**src/rtl/kgd_pkg.sv**
```systemverilog
// kgd_pkg: shared types and constants of the key gesture detector
// no dependencies; used by every module of the block by scoped names
`default_nettype none

package kgd_pkg;

	// configuration register indexes
	typedef enum logic [2:0] {
		CFG_CONFIRM_TICKS  = 3'd0,
		CFG_LONG_TICKS     = 3'd1,
		CFG_REPEAT_TICKS   = 3'd2,
		CFG_DOUBLE_PRESS   = 3'd3,
		CFG_DOUBLE_GAP     = 3'd4,
		CFG_DOUBLE_EN_MASK = 3'd5,
		CFG_SHIFT_EN_MASK  = 3'd6,
		CFG_REPEAT_EN_MASK = 3'd7
	} cfg_idx_t;

	// per key phase
	typedef enum logic [1:0] {
		PH_IDLE        = 2'd0,
		PH_PRESSED     = 2'd1,
		PH_WAIT_DOUBLE = 2'd2,
		PH_LONG        = 2'd3
	} phase_t;

	// event kinds
	typedef enum logic [2:0] {
		EV_PRESS        = 3'd0,
		EV_RELEASE      = 3'd1,
		EV_LONG         = 3'd2,
		EV_LONG_RELEASE = 3'd3,
		EV_DOUBLE       = 3'd4
	} ev_kind_t;

	localparam int unsigned KEY_W = 3;
	localparam int unsigned CNT_W = 8;
	localparam int unsigned REP_W = 6;
	localparam int unsigned MASK_W = 8;

	// press ticks a click needs before a press event is given
	localparam logic [CNT_W-1:0] MIN_PRESS_FOR_CLICK = 8'd2;

	typedef struct packed {
		logic [CNT_W-1:0]  confirm_ticks;
		logic [CNT_W-1:0]  long_press_ticks;
		logic [REP_W-1:0]  repeat_ticks;
		logic [CNT_W-1:0]  double_press_limit;
		logic [CNT_W-1:0]  double_gap_limit;
		logic [MASK_W-1:0] double_enable_mask;
		logic [MASK_W-1:0] shift_enable_mask;
		logic [MASK_W-1:0] repeat_enable_mask;
	} cfg_t;

	typedef struct packed {
		logic [KEY_W-1:0] key;
		ev_kind_t         kind;
		logic             shifted;
	} event_t;

endpackage

`default_nettype wire

```
**src/rtl/kgd_cfg_regs.sv**
```systemverilog
// kgd_cfg_regs: configuration register file of the key gesture detector
// depends on kgd_pkg for the register index codes and the cfg_t bundle
`default_nettype none

module kgd_cfg_regs (
	input  wire logic                      clk,
	input  wire logic                      arst_n,
	input  wire logic                      cfg_we,
	input  wire logic [2:0]                cfg_index,
	input  wire logic [kgd_pkg::CNT_W-1:0] cfg_wdata,
	output kgd_pkg::cfg_t                  cfg
);

	kgd_pkg::cfg_t cfg_q;

	always_ff @(posedge clk or negedge arst_n) begin
		if (!arst_n) begin
			cfg_q.confirm_ticks      <= 8'd3;
			cfg_q.long_press_ticks   <= 8'd50;
			cfg_q.repeat_ticks       <= 6'd10;
			cfg_q.double_press_limit <= 8'd15;
			cfg_q.double_gap_limit   <= 8'd15;
			cfg_q.double_enable_mask <= 8'd0;
			cfg_q.shift_enable_mask  <= 8'd0;
			cfg_q.repeat_enable_mask <= 8'd0;
		end else if (cfg_we) begin
			unique case (kgd_pkg::cfg_idx_t'(cfg_index))
				kgd_pkg::CFG_CONFIRM_TICKS:  cfg_q.confirm_ticks      <= cfg_wdata;
				kgd_pkg::CFG_LONG_TICKS:     cfg_q.long_press_ticks   <= cfg_wdata;
				kgd_pkg::CFG_REPEAT_TICKS:   cfg_q.repeat_ticks       <=
					cfg_wdata[kgd_pkg::REP_W-1:0];
				kgd_pkg::CFG_DOUBLE_PRESS:   cfg_q.double_press_limit <= cfg_wdata;
				kgd_pkg::CFG_DOUBLE_GAP:     cfg_q.double_gap_limit   <= cfg_wdata;
				kgd_pkg::CFG_DOUBLE_EN_MASK: cfg_q.double_enable_mask <= cfg_wdata;
				kgd_pkg::CFG_SHIFT_EN_MASK:  cfg_q.shift_enable_mask  <= cfg_wdata;
				kgd_pkg::CFG_REPEAT_EN_MASK: cfg_q.repeat_enable_mask <= cfg_wdata;
			endcase
		end
	end

	assign cfg = cfg_q;

endmodule

`default_nettype wire

```
**src/rtl/kgd_core.sv**
```systemverilog
// kgd_core: per key state store and the single pass gesture logic
// depends on kgd_pkg for phases, event kinds, cfg_t and event_t
`default_nettype none

module kgd_core #(
	parameter int unsigned NUM_KEYS = 8
) (
	input  wire logic                      clk,
	input  wire logic                      arst_n,
	input  wire kgd_pkg::cfg_t             cfg,
	input  wire logic                      step,
	input  wire logic [kgd_pkg::KEY_W-1:0] key,
	input  wire logic                      pressed,
	output logic [1:0]                     ev_cnt,
	output kgd_pkg::event_t                ev0,
	output kgd_pkg::event_t                ev1
);

	// only keys the 3 bit index can reach need storage
	localparam int unsigned KEY_DEPTH = (NUM_KEYS < 8) ? NUM_KEYS : 8;
	localparam int unsigned IDX_W = (KEY_DEPTH > 1) ? $clog2(KEY_DEPTH) : 1;

	logic [kgd_pkg::CNT_W-1:0] press_count_q   [KEY_DEPTH];
	logic [kgd_pkg::CNT_W-1:0] release_count_q [KEY_DEPTH];
	kgd_pkg::phase_t           key_phase_q     [KEY_DEPTH];
	logic                      shift_active_q;

	logic                      in_range;
	logic [IDX_W-1:0]          idx;
	logic [kgd_pkg::CNT_W-1:0] pc;
	logic [kgd_pkg::CNT_W-1:0] rc;
	kgd_pkg::phase_t           ph;
	logic                      sh_next;
	logic                      dbl_en;
	logic                      sh_en;
	logic                      rep_en;
	logic [kgd_pkg::CNT_W:0]   repeat_point;
	logic [1:0]                n;
	kgd_pkg::event_t           e0;
	kgd_pkg::event_t           e1;
	kgd_pkg::event_t           ev;

	assign in_range = {4'd0, key} < 7'(NUM_KEYS);
	assign idx      = key[IDX_W-1:0];
	assign dbl_en   = cfg.double_enable_mask[key];
	assign sh_en    = cfg.shift_enable_mask[key];
	assign rep_en   = cfg.repeat_enable_mask[key];
	assign repeat_point = {1'b0, cfg.long_press_ticks}
		+ {{(kgd_pkg::CNT_W + 1 - kgd_pkg::REP_W){1'b0}}, cfg.repeat_ticks};

	always_comb begin
		pc      = press_count_q[idx];
		rc      = release_count_q[idx];
		ph      = key_phase_q[idx];
		sh_next = shift_active_q;
		n       = 2'd0;
		ev      = '{key: key, kind: kgd_pkg::EV_PRESS, shifted: 1'b0};
		e0      = ev;
		e1      = ev;
		unique case (ph)
			kgd_pkg::PH_IDLE: begin
				if (pressed) begin
					if (rc >= cfg.confirm_ticks) begin
						pc = pc + 8'd1;
						if (pc >= cfg.confirm_ticks) begin
							ph = kgd_pkg::PH_PRESSED;
							if (dbl_en || sh_en) rc = '0;
						end
					end
				end else begin
					if (rc < cfg.confirm_ticks) rc = rc + 8'd1;
					pc = '0;
				end
			end
			kgd_pkg::PH_PRESSED: begin
				if (pressed) begin
					pc = pc + 8'd1;
					rc = '0;
					if (pc == cfg.long_press_ticks) begin
						ph = kgd_pkg::PH_LONG;
						if (sh_en) sh_next = 1'b1;
						e0 = '{key: key, kind: kgd_pkg::EV_LONG, shifted: 1'b0};
						n  = 2'd1;
					end
				end else begin
					rc = rc + 8'd1;
					// click press goes first, release may follow in the same sample
					if (pc >= kgd_pkg::MIN_PRESS_FOR_CLICK) begin
						e0 = '{key: key, kind: kgd_pkg::EV_PRESS, shifted: shift_active_q};
						n  = 2'd1;
						pc = '0;
					end
					if (rc >= cfg.confirm_ticks) begin
						if (dbl_en && pc < cfg.double_press_limit) begin
							ph = kgd_pkg::PH_WAIT_DOUBLE;
						end else begin
							ph = kgd_pkg::PH_IDLE;
							ev = '{key: key, kind: kgd_pkg::EV_RELEASE, shifted: shift_active_q};
							if (n == 2'd0) e0 = ev;
							else e1 = ev;
							n = n + 2'd1;
						end
						pc = '0;
					end
				end
			end
			kgd_pkg::PH_WAIT_DOUBLE: begin
				if (pressed) begin
					pc = pc + 8'd1;
					if (pc >= cfg.confirm_ticks) begin
						if (rc < cfg.double_gap_limit) begin
							ph = kgd_pkg::PH_IDLE;
							e0 = '{key: key, kind: kgd_pkg::EV_DOUBLE, shifted: 1'b0};
							n  = 2'd1;
						end
						rc = '0;
					end
				end else begin
					rc = rc + 8'd1;
					if (rc > cfg.double_gap_limit) begin
						ph = kgd_pkg::PH_IDLE;
						e0 = '{key: key, kind: kgd_pkg::EV_RELEASE, shifted: shift_active_q};
						n  = 2'd1;
					end
					pc = '0;
				end
			end
			kgd_pkg::PH_LONG: begin
				if (pressed) begin
					if (rep_en) begin
						pc = pc + 8'd1;
						// a repeat point above 255 never matches
						if ({1'b0, pc} == repeat_point) begin
							e0 = '{key: key, kind: kgd_pkg::EV_LONG, shifted: 1'b0};
							n  = 2'd1;
							pc = cfg.long_press_ticks;
						end
					end
					rc = '0;
				end else begin
					rc = rc + 8'd1;
					if (rc >= cfg.confirm_ticks) begin
						ph = kgd_pkg::PH_IDLE;
						if (sh_en) sh_next = 1'b0;
						e0 = '{key: key, kind: kgd_pkg::EV_LONG_RELEASE, shifted: 1'b0};
						n  = 2'd1;
						pc = '0;
					end
				end
			end
		endcase
		if (!in_range) n = 2'd0;
	end

	always_ff @(posedge clk or negedge arst_n) begin
		if (!arst_n) begin
			for (int i = 0; i < KEY_DEPTH; i++) begin
				press_count_q[i]   <= '0;
				release_count_q[i] <= '0;
				key_phase_q[i]     <= kgd_pkg::PH_IDLE;
			end
			shift_active_q <= 1'b0;
		end else if (step && in_range) begin
			press_count_q[idx]   <= pc;
			release_count_q[idx] <= rc;
			key_phase_q[idx]     <= ph;
			shift_active_q       <= sh_next;
		end
	end

	assign ev_cnt = n;
	assign ev0    = e0;
	assign ev1    = e1;

endmodule

`default_nettype wire

```
**src/rtl/kgd_out_buf.sv**
```systemverilog
// kgd_out_buf: two entry result register holding the events of one sample
// depends on kgd_pkg for event_t
`default_nettype none

module kgd_out_buf (
	input  wire logic            clk,
	input  wire logic            arst_n,
	input  wire logic            load,
	input  wire logic [1:0]      load_cnt,
	input  wire kgd_pkg::event_t load_ev0,
	input  wire kgd_pkg::event_t load_ev1,
	output logic                 free,
	output logic                 out_valid,
	input  wire logic            out_ready,
	output kgd_pkg::event_t      out_ev,
	output logic                 out_last
);

	logic [1:0]      cnt_q;
	kgd_pkg::event_t ev0_q;
	kgd_pkg::event_t ev1_q;
	logic            pop;

	assign out_valid = cnt_q != 2'd0;
	assign out_last  = cnt_q == 2'd1;
	assign out_ev    = ev0_q;
	assign pop       = out_valid && out_ready;
	// empty now, or the final beat leaves this cycle
	assign free      = (cnt_q == 2'd0) || (out_last && out_ready);

	always_ff @(posedge clk or negedge arst_n) begin
		if (!arst_n) begin
			cnt_q <= 2'd0;
		end else if (load && free) begin
			cnt_q <= load_cnt;
		end else if (pop) begin
			cnt_q <= cnt_q - 2'd1;
		end
	end

	always_ff @(posedge clk) begin
		if (load && free) begin
			ev0_q <= load_ev0;
			ev1_q <= load_ev1;
		end else if (pop) begin
			ev0_q <= ev1_q;
		end
	end

endmodule

`default_nettype wire

```
**src/rtl/key_gesture_detector_top.sv**
```systemverilog
// key_gesture_detector_top: per key debounce, click, long press, repeat and double click
// depends on kgd_pkg, kgd_cfg_regs, kgd_core and kgd_out_buf
//
//  channel  dir  handshake            payload
//  s_*      in   s_tvalid/s_tready    s_tdata[2:0] key_index, [3] pressed
//  m_*      out  m_tvalid/m_tready    m_tdata[2:0] event_key, [3] shifted; m_tuser event_kind;
//                                     m_tlast last event of a sample
//  cfg_*    in   cfg_we               cfg_index register, cfg_wdata value
//
// a sample beat is registered in stage 1, evaluated and written back to the key
// store when it advances; its zero to two events land in the result buffer at that edge
// one sample per cycle unless stalled; two events hold the output for two beats
// stage 1 waits while the result buffer still holds beats other than a final leaving one
// reset clears every key counter, phase and the shift flag at once; no clearing pass
`default_nettype none

module key_gesture_detector_top #(
	parameter int unsigned NUM_KEYS = 8
) (
	input  wire logic       clk,
	input  wire logic       arst_n,
	// sample input
	input  wire logic       s_tvalid,
	output logic            s_tready,
	input  wire logic [7:0] s_tdata,   // [2:0] key_index, [3] pressed, [7:4] zero
	// event output
	output logic            m_tvalid,
	input  wire logic       m_tready,
	output logic [7:0]      m_tdata,   // [2:0] event_key, [3] shifted, [7:4] zero
	output logic [2:0]      m_tuser,   // [2:0] event_kind
	output logic            m_tlast,
	// configuration write port
	input  wire logic       cfg_we,
	input  wire logic [2:0] cfg_index,
	input  wire logic [7:0] cfg_wdata
);

	kgd_pkg::cfg_t                 cfg;
	logic                          valid_s1;
	logic [kgd_pkg::KEY_W-1:0]     key_s1;
	logic                          pressed_s1;
	logic                          advance;
	logic                          buf_free;
	logic [1:0]                    ev_cnt;
	kgd_pkg::event_t               ev0;
	kgd_pkg::event_t               ev1;
	kgd_pkg::event_t               out_ev;

	kgd_cfg_regs u_cfg (
		.clk       (clk),
		.arst_n    (arst_n),
		.cfg_we    (cfg_we),
		.cfg_index (cfg_index),
		.cfg_wdata (cfg_wdata),
		.cfg       (cfg)
	);

	// stage 1 moves on whenever the buffer can take its events
	assign advance  = valid_s1 && buf_free;
	assign s_tready = !valid_s1 || buf_free;

	// input register
	always_ff @(posedge clk or negedge arst_n) begin
		if (!arst_n) begin
			valid_s1 <= 1'b0;
		end else if (s_tvalid && s_tready) begin
			valid_s1 <= 1'b1;
		end else if (advance) begin
			valid_s1 <= 1'b0;
		end
	end

	always_ff @(posedge clk) begin
		if (s_tvalid && s_tready) begin
			key_s1     <= s_tdata[2:0];
			pressed_s1 <= s_tdata[3];
		end
	end

	// key store and gesture rules, written back when the sample advances
	kgd_core #(
		.NUM_KEYS (NUM_KEYS)
	) u_core (
		.clk     (clk),
		.arst_n  (arst_n),
		.cfg     (cfg),
		.step    (advance),
		.key     (key_s1),
		.pressed (pressed_s1),
		.ev_cnt  (ev_cnt),
		.ev0     (ev0),
		.ev1     (ev1)
	);

	// result register, parts the output stall from the input side
	kgd_out_buf u_out (
		.clk       (clk),
		.arst_n    (arst_n),
		.load      (advance),
		.load_cnt  (ev_cnt),
		.load_ev0  (ev0),
		.load_ev1  (ev1),
		.free      (buf_free),
		.out_valid (m_tvalid),
		.out_ready (m_tready),
		.out_ev    (out_ev),
		.out_last  (m_tlast)
	);

	assign m_tdata = {4'd0, out_ev.shifted, out_ev.key};
	assign m_tuser = out_ev.kind;

	// after the final beat of a sample the buffer is empty unless a new sample loaded
	a_empty_after_last: assert property (@(posedge clk) disable iff (!arst_n)
		m_tvalid && m_tready && m_tlast && !advance |=> !m_tvalid)
		else $error("result buffer not empty after final beat");

	// a reload only replaces a buffer that is empty or emptying
	a_no_overwrite: assert property (@(posedge clk) disable iff (!arst_n)
		advance && m_tvalid |-> m_tlast && m_tready)
		else $error("result buffer overwritten");

	// only a click press precedes another event of the same sample
	a_first_is_press: assert property (@(posedge clk) disable iff (!arst_n)
		m_tvalid && !m_tlast |-> m_tuser == kgd_pkg::EV_PRESS)
		else $error("non-final beat is not a press");

	// long, long release and double events never carry the shift flag
	a_shift_kinds: assert property (@(posedge clk) disable iff (!arst_n)
		m_tvalid && (m_tuser == kgd_pkg::EV_LONG || m_tuser == kgd_pkg::EV_LONG_RELEASE
			|| m_tuser == kgd_pkg::EV_DOUBLE) |-> !m_tdata[3])
		else $error("shift flag on a kind that never carries it");

endmodule

`default_nettype wire

```
**config.mk**
```make
export PLATFORM = sky130hd
export DESIGN_NAME = key_gesture_detector_top
export DESIGN_NICKNAME = d
export VERILOG_FILES = /design/src/rtl/kgd_pkg.sv /design/src/rtl/kgd_cfg_regs.sv /design/src/rtl/kgd_core.sv /design/src/rtl/kgd_out_buf.sv /design/src/rtl/key_gesture_detector_top.sv
export SDC_FILE = /design/constraint.sdc
export NUM_CORES = 1
export LEC_CHECK = 0
export BUFFER_PORTS_ARGS = -buffer_cell sky130_fd_sc_hd__buf_4
export CAP_MARGIN = 30
export CORE_UTILIZATION = 30
export CTS_BUF_LIST = sky130_fd_sc_hd__clkbuf_4 sky130_fd_sc_hd__clkbuf_8 sky130_fd_sc_hd__clkbuf_16
export CTS_CLUSTER_DIAMETER = 100
export DETAILED_ROUTE_END_ITERATION = 10
export GPL_TIMING_DRIVEN = 0
export REMOVE_ABC_BUFFERS = 1
export SYNTH_ARGS = -nofsm -noshare
export SYNTH_HDL_FRONTEND = slang
export SYNTH_SLANG_ARGS = --single-unit
```
**constraint.sdc**
```tcl
create_clock -name clk -period 6.9 [get_ports clk]
set_input_delay 1.035 -clock clk [delete_from_list [all_inputs] [get_ports clk]]
set_output_delay 1.035 -clock clk [all_outputs]
set_load 0.1 [all_outputs]
```
======== After elaboration in Yosys (flattened, before gate mapping) ========
Cells that the tools add are included.
word-level totals
  register bits ........................... 228
  latch bits .............................. 0
  RAM bits ................................ 0
  memory bits (read-only) ................. 0
  bits of input ports ..................... 24
  output and inout bits ................... 14
  word-level logic and storage cells ...... 215
  memories kept ........................... 0
cells by class
  add/subtract/negate cells ............... 5
  $mul .................................... 0
  divide/modulo/power cells ............... 0
  magnitude comparators ................... 11
  equal/unequal tests ..................... 19
  shift operators ......................... 0
  multiplexer cells ....................... 103
  bitwise gates (word level) .............. 3
  reductions and logical operators ........ 31
operator list
  kind                                                                   count
  8-bit 2-to-1 mux                                                       25
  64-bit bitwise mux                                                     2
  2-bit 2-to-1 mux                                                       32
  8-bit binary-select mux with 3-bit select                              2
  8-bit case mux with 4 select lines                                     1
  8-bit demux with 3-bit select                                          1
  8-bit >= comparator                                                    3
  8-bit less-than comparator                                             3
  8-bit case mux with 3 select lines                                     1
  1-bit 2-to-1 mux                                                       18
  3-bit 2-to-1 mux                                                       6
  8-bit by 1-bit adder with 8-bit output, second input constant          2
  16-bit bitwise mux                                                     1
  2-bit AND reduction                                                    8
  7-bit 2-to-1 mux                                                       2
  3-bit == test, second input constant                                   4
  4-bit 2-to-1 mux                                                       3
  4-bit case mux with 3 select lines                                     1
  8-bit by 6-bit adder with 9-bit output                                 1
  1-bit binary-select mux with 3-bit select                              3
  8-bit by 9-bit == test with 1-bit output                               1
  8-bit == test                                                          1
  8-bit by 2-bit >= comparator with 1-bit output, second input constant  1
  8-bit greater-than comparator                                          1
  other kinds (28)                                                       49

======== Depth between registers and ports, before layout ========
  depth in word-level cells ............... 15
  mapped depth ............................ 23
  mapped depth without buffers ............ 18

======== Hierarchy ========
From an unflattened synthesis, not the netlist that was laid out.
second synthesis, totals
  cell total of the unflattened synthesis .. 1296
  area, all modules ....................... 13244.0 um^2
by module, submodules not included
  module                    times used  cells an instance  area an instance (um^2)  seq. area each (um^2)
  kgd_core                  1           1103               9930.8                   3628.5
  kgd_cfg_regs              1           139                2396.0                   1570.3
  kgd_out_buf               1           40                 703.2                    470.5
  key_gesture_detector_top  1           14                 214.0                    145.1

======== Worst setup path before layout ========
OpenSTA, ideal clock, no wires.
  kind .................................... reg2reg
  start ................................... register key_s1[1] (netlist name)
  end ..................................... register u_core.release_count_q[8] (netlist name)
  library setup time ...................... 0.139 ns
  arrival time ............................ 5.106 ns
  data required time ...................... 6.761 ns
  path slack .............................. 1.655 ns
  stages on the path, launching flop included .. 20
  path buffers ............................ 4
  period minus slack after synthesis ...... 5.245 ns
  cells stage by stage .................... edfxtp_1 buf_2 clkbuf_1 buf_2 clkbuf_1 mux2_2 ha_1 inv_1 or4_1 nor3_1 nor2_1 ha_1 o21ai_0 nand2b_1 o41ai_1 o41ai_1 o22a_1 nor2_1 a21oi_1 a21oi_1
between the ends
  word-level cells in the longest chain between the ends .. 11
  elaborated cells on any way between the ends .. 40
  those cells by class .................... add/sub (2); order compare (5); eq/ne (3); mux (25); bitwise (1); reduce/logical (4)
ends and longest elaborated chain
  item                                                  line                             RTL
  start, declared                                       key_gesture_detector_top.sv:40   logic [kgd_pkg::KEY_W-1:0] key_s1;
  start signal, assigned                                key_gesture_detector_top.sv:75   key_s1 <= s_tdata[2:0];
  3-bit NOT with 4-bit output (not written as such)     -
  8-bit binary-select mux with 3-bit select             kgd_core.sv:52                   pc = press_count_q[idx];
  8-bit 2-to-1 mux (not written as such) (2 in series)  kgd_core.sv:52
  8-bit by 1-bit adder with 8-bit output                kgd_core.sv:64, kgd_core.sv:109
  8-bit >= comparator                                   kgd_core.sv:65, kgd_core.sv:110
  8-bit 2-to-1 mux                                      kgd_core.sv:65                   if (pc >= cfg.confirm_ticks) begin
  8-bit 2-to-1 mux                                      kgd_core.sv:63                   if (rc >= cfg.confirm_ticks) begin
  8-bit 2-to-1 mux                                      kgd_core.sv:62                   if (pressed) begin
  8-bit case mux with 3 select lines                    kgd_core.sv:60                   unique case (ph)
  64-bit bitwise mux (*)                                kgd_core.sv:165                  release_count_q[idx] <= rc;
  end signal, assigned by index                         kgd_core.sv:165
  end, declared                                         kgd_core.sv:24                   logic [kgd_pkg::CNT_W-1:0] release_count_q [KEY_DEPTH];
Mark *: on every way between the ends. The rest lies on a longest branch, timed or not. The select of a mux whose other input is x is not followed.
A chain may end at the register's enable or synchronous reset.

======== Worst setup path in the final report ========
  start ................................... register key_s1[0] (netlist name)
  end ..................................... register u_core.release_count_q[63] (netlist name)
Same word-level chain as after synthesis.

==> flow_summary.ini <==
[global_routing]
grt_pass1_vias = 9086
track_usage_pct = 14.8
antenna_found_initial = 0
gr-total-overflow = 0
grt_max_degree = 125
grt_pass1_wl_um = 50700

[worst_setup_path]
cpMaxStageDelayCell = edfxtp_1
crit_type = reg -> reg
start_kind = flip-flop
endpoint_kind = flip-flop
cp_top_family = compound AO/OA/AOI/OAI gates
cp_data_required_time_ns = 7.27
cp.arrival_ns = 6.87
path_cells = buf_8, buf_16, buf_16, mux4_2, inv_1, ha_1, inv_1, or4_1, nor3_1, nor2_1, ha_1, o21ai_0, nand2b_1, o41ai_2, o41ai_1, o22a_1, nor2_1, a21oi_1, a21oi_1
worst-path-buf-inv = 5
critPathMaxStageDelay_ns = 0.85
worstPathMaxFanout = 15

[sta]
hold_viol = 0
maxSlewViolCount = 0
fin_skew_ns = 0.0110
min_period_ns = 6.50
setup_violations = 0
fin_crit_sh_pct = 94.2
tns_ns = 0
max_slew_margin_pct = 31.4
tightestPinTransition_ns = 1.00
max_freq_ghz = 0.154

[layout]
fin_nets = 1288
diodes = 0
layout-drive-gt1-share_pct = 21.8
fin_area_um2 = 14600
final_cell_mix = dfrtp_1 (195), nand2_1 (144), o21ai_0 (93), nor2_1 (87), mux2_2 (76)
post-route-util_pct = 35.3
final_common_cell = dfrtp_1
syn_to_final_growth_pct = 15.0
n_fill_cell = 4081
finalNonFillerCells = 1751

[cts]
cts_setup_buffers = 0
numCtsBuffers = 27
clk_latency_ns = 0.53
cts_sinks = 226
cts_buffer_depth = 3
root_buffer = clkbuf_16
htree_levels = 1
cts_tree = done
cts.clk_slew.worst_paths_ns = 0.06

[detailed_routing]
via_per_inst = 5.18
wl_per_cell_um = 17.9
num_vias = 9077
drc = 0
first_iter_violations = 676
firstDrtPassIters = 5
ant_nets = 0
wl_um = 31300

[outcome]
status = completed

[floorplanning]
die_w_um = 208
die_h_um = 208
start_util_pct = 30.7
coreArea_um2 = 41300
dieArea_um2 = 43100
fp-row-count = 74
io_pins = 38

[synth]
synth_top_flop_cell = dfrtp_1
yosysUniqueCellTypes = 82
synth_edf_count = 16
synth-seq-cells = 226
synth_area_um2 = 12700
synthCells = 1165
yosysWarnings = 0
seq_area_frac_synth_pct = 45.4
synthArstFlopShare_pct = 92.9
syn_area_per_cell_um2 = 10.9

[power]
power-per-cell-area_nw_per_um2 = 393
p_leak_nw = 6.29
power_mw = 5.73
irDropWorstVdd_mv = 0.231

[place]
dpl_cell_area_um2 = 13700
io_buffers = 29
dp.cells = 1705
dp_hpwl_um = 22500
place_congestion = 0.892

[job]
max_cap_violations = 0

[min_path]
hold_path.class = reg -> reg
where the power goes:
part	total (mW)	internal (mW)	switching, mW
clock	1.37	0.826	0.543
sequential	1.89	1.70	0.193
combinational	2.47	0.929	1.54
total	5.73	3.45	2.28
state kept, by name (all words and copies together), names as in the netlist, 2 cells and up:
signal	cells
u_cfg.cfg	62
u_core.key_phase_q	16
u_out.out_ev	7
u_out.ev1_q	5
u_out.cnt_q	2
u_core.press_count_q	64
key_s1	3
u_core.release_count_q	64
timing repair:
item | 4_1_cts | 5_1_grt
hold buffers | 0 | 0
hold endpoints to repair | 0 | 0
resized for setup | 0 | 2
setup endpoints to repair | 0 | 29
cell usage after synthesis (3+ instances only):
cell type  count  area share [%]
dfrtp_1      195              38
nand2_1      144             4.3
o21ai_0       93             3.7
nor2_1        87             2.6
mux2_2        76             6.7
ha_1          61             6.0
a21oi_1       60             2.4
inv_1         42             1.2
mux4_2        36             6.4
clkbuf_1      33            0.98
mux2i_1       22             1.7
xnor2_1       20             1.4
a31oi_1       19            0.94
o21ai_1       18            0.71
nand3_1       17            0.67
edfxtp_1      16             3.8
nor3_1        16            0.63
dfstp_2       15             3.1
a21o_1        13            0.77
o31ai_1       13            0.77
nand2b_1      10            0.49
nor2b_1       10            0.49
buf_2          9            0.36
o21a_1         9            0.53
mux2_4         8            0.95
buf_4          7            0.41
nand4_1        7            0.35
o22ai_1        7            0.35
mux4_1         6             1.2
xor2_1         6            0.41
and2_1         4            0.20
nand4b_1       4            0.28
o211ai_1       4            0.24
or2_2          4            0.20
or3_1          4            0.20
a211oi_1       3            0.18
a22oi_1        3            0.18
buf_6          3            0.27
nor4_1         3            0.15
o21ai_2        3            0.21
xnor3_1        3            0.53
worst paths after layout:
check | startpoint | end | slack (ns) | depth (start not counted)
min | u_core.release_count_q[52] | u_core.release_count_q[52] | 0.47 | 2
min reg2reg | u_core.release_count_q[52] | u_core.release_count_q[52] | 0.47 | 2
min in group asynchronous | arst_n | u_core.release_count_q[48] | 0.48 | 1
max in group asynchronous | arst_n | u_cfg.cfg[29] | 5.36 | 2
max reg2reg | key_s1[0] | u_core.release_count_q[63] | 0.40 | 19
max | key_s1[0] | u_core.release_count_q[63] | 0.40 | 19
final cells by class:
type | count | area, um2 | area share [%]
clock buffer | 34 | 741 | 5.08
clock inverter | 12 | 114 | 0.781
inverter | 43 | 161 | 1.11
multi-input combinational | 851 | 6550 | 44.9
sequential | 226 | 5750 | 39.4
tap | 532 | 666 | 4.56
timing repair buffer | 53 | 597 | 4.09
logic make-up (layout without fill, tap and decap cells):
| family | Yosys count | after routing | synth area share [%] |
|---|---|---|---|
| simple gates | 325 | 325 | 11.6 |
| compound gates | 273 | 273 | 13.5 |
| flops | 226 | 226 | 45.4 |
| mux | 150 | 150 | 17.4 |
| buf+inv | 98 | 142 | 3.50 |
| fa+ha+maj | 62 | 62 | 6.18 |
| xor+xnor | 30 | 30 | 2.46 |
| other cells | 1 | 11 | 0.0296 |
per-stage QoR:
step                      hold slack [ns]  setup slack, ns
after floorplan                     0.442            0.720
after global placement              0.456            -1.59
after detailed placement            0.464            0.211
after CTS                           0.477            0.221
after global routing                0.491          -0.0568
final                               0.473            0.401
worst min-delay path: stages (launching register included):
cell and delay [ns]:
dfrtp_1 0.33, nand2_1 0.05, nand2_1 0.06
routing by layer:
layer | wire, um | vias to the layer above | GRT usage (%) | share of wire (%)
met4 | 974 | 0 | 5.03 | 3.1
met5 | 0 | - | 0 | 0
met2 | 14100 | 240 | 23.4 | 45
met1 | 14200 | 4488 | 20.2 | 46
li1 | - | 4294 | - | -
met3 | 1940 | 55 | 2.75 | 6.2
Power figures use the tool's default switching activity.
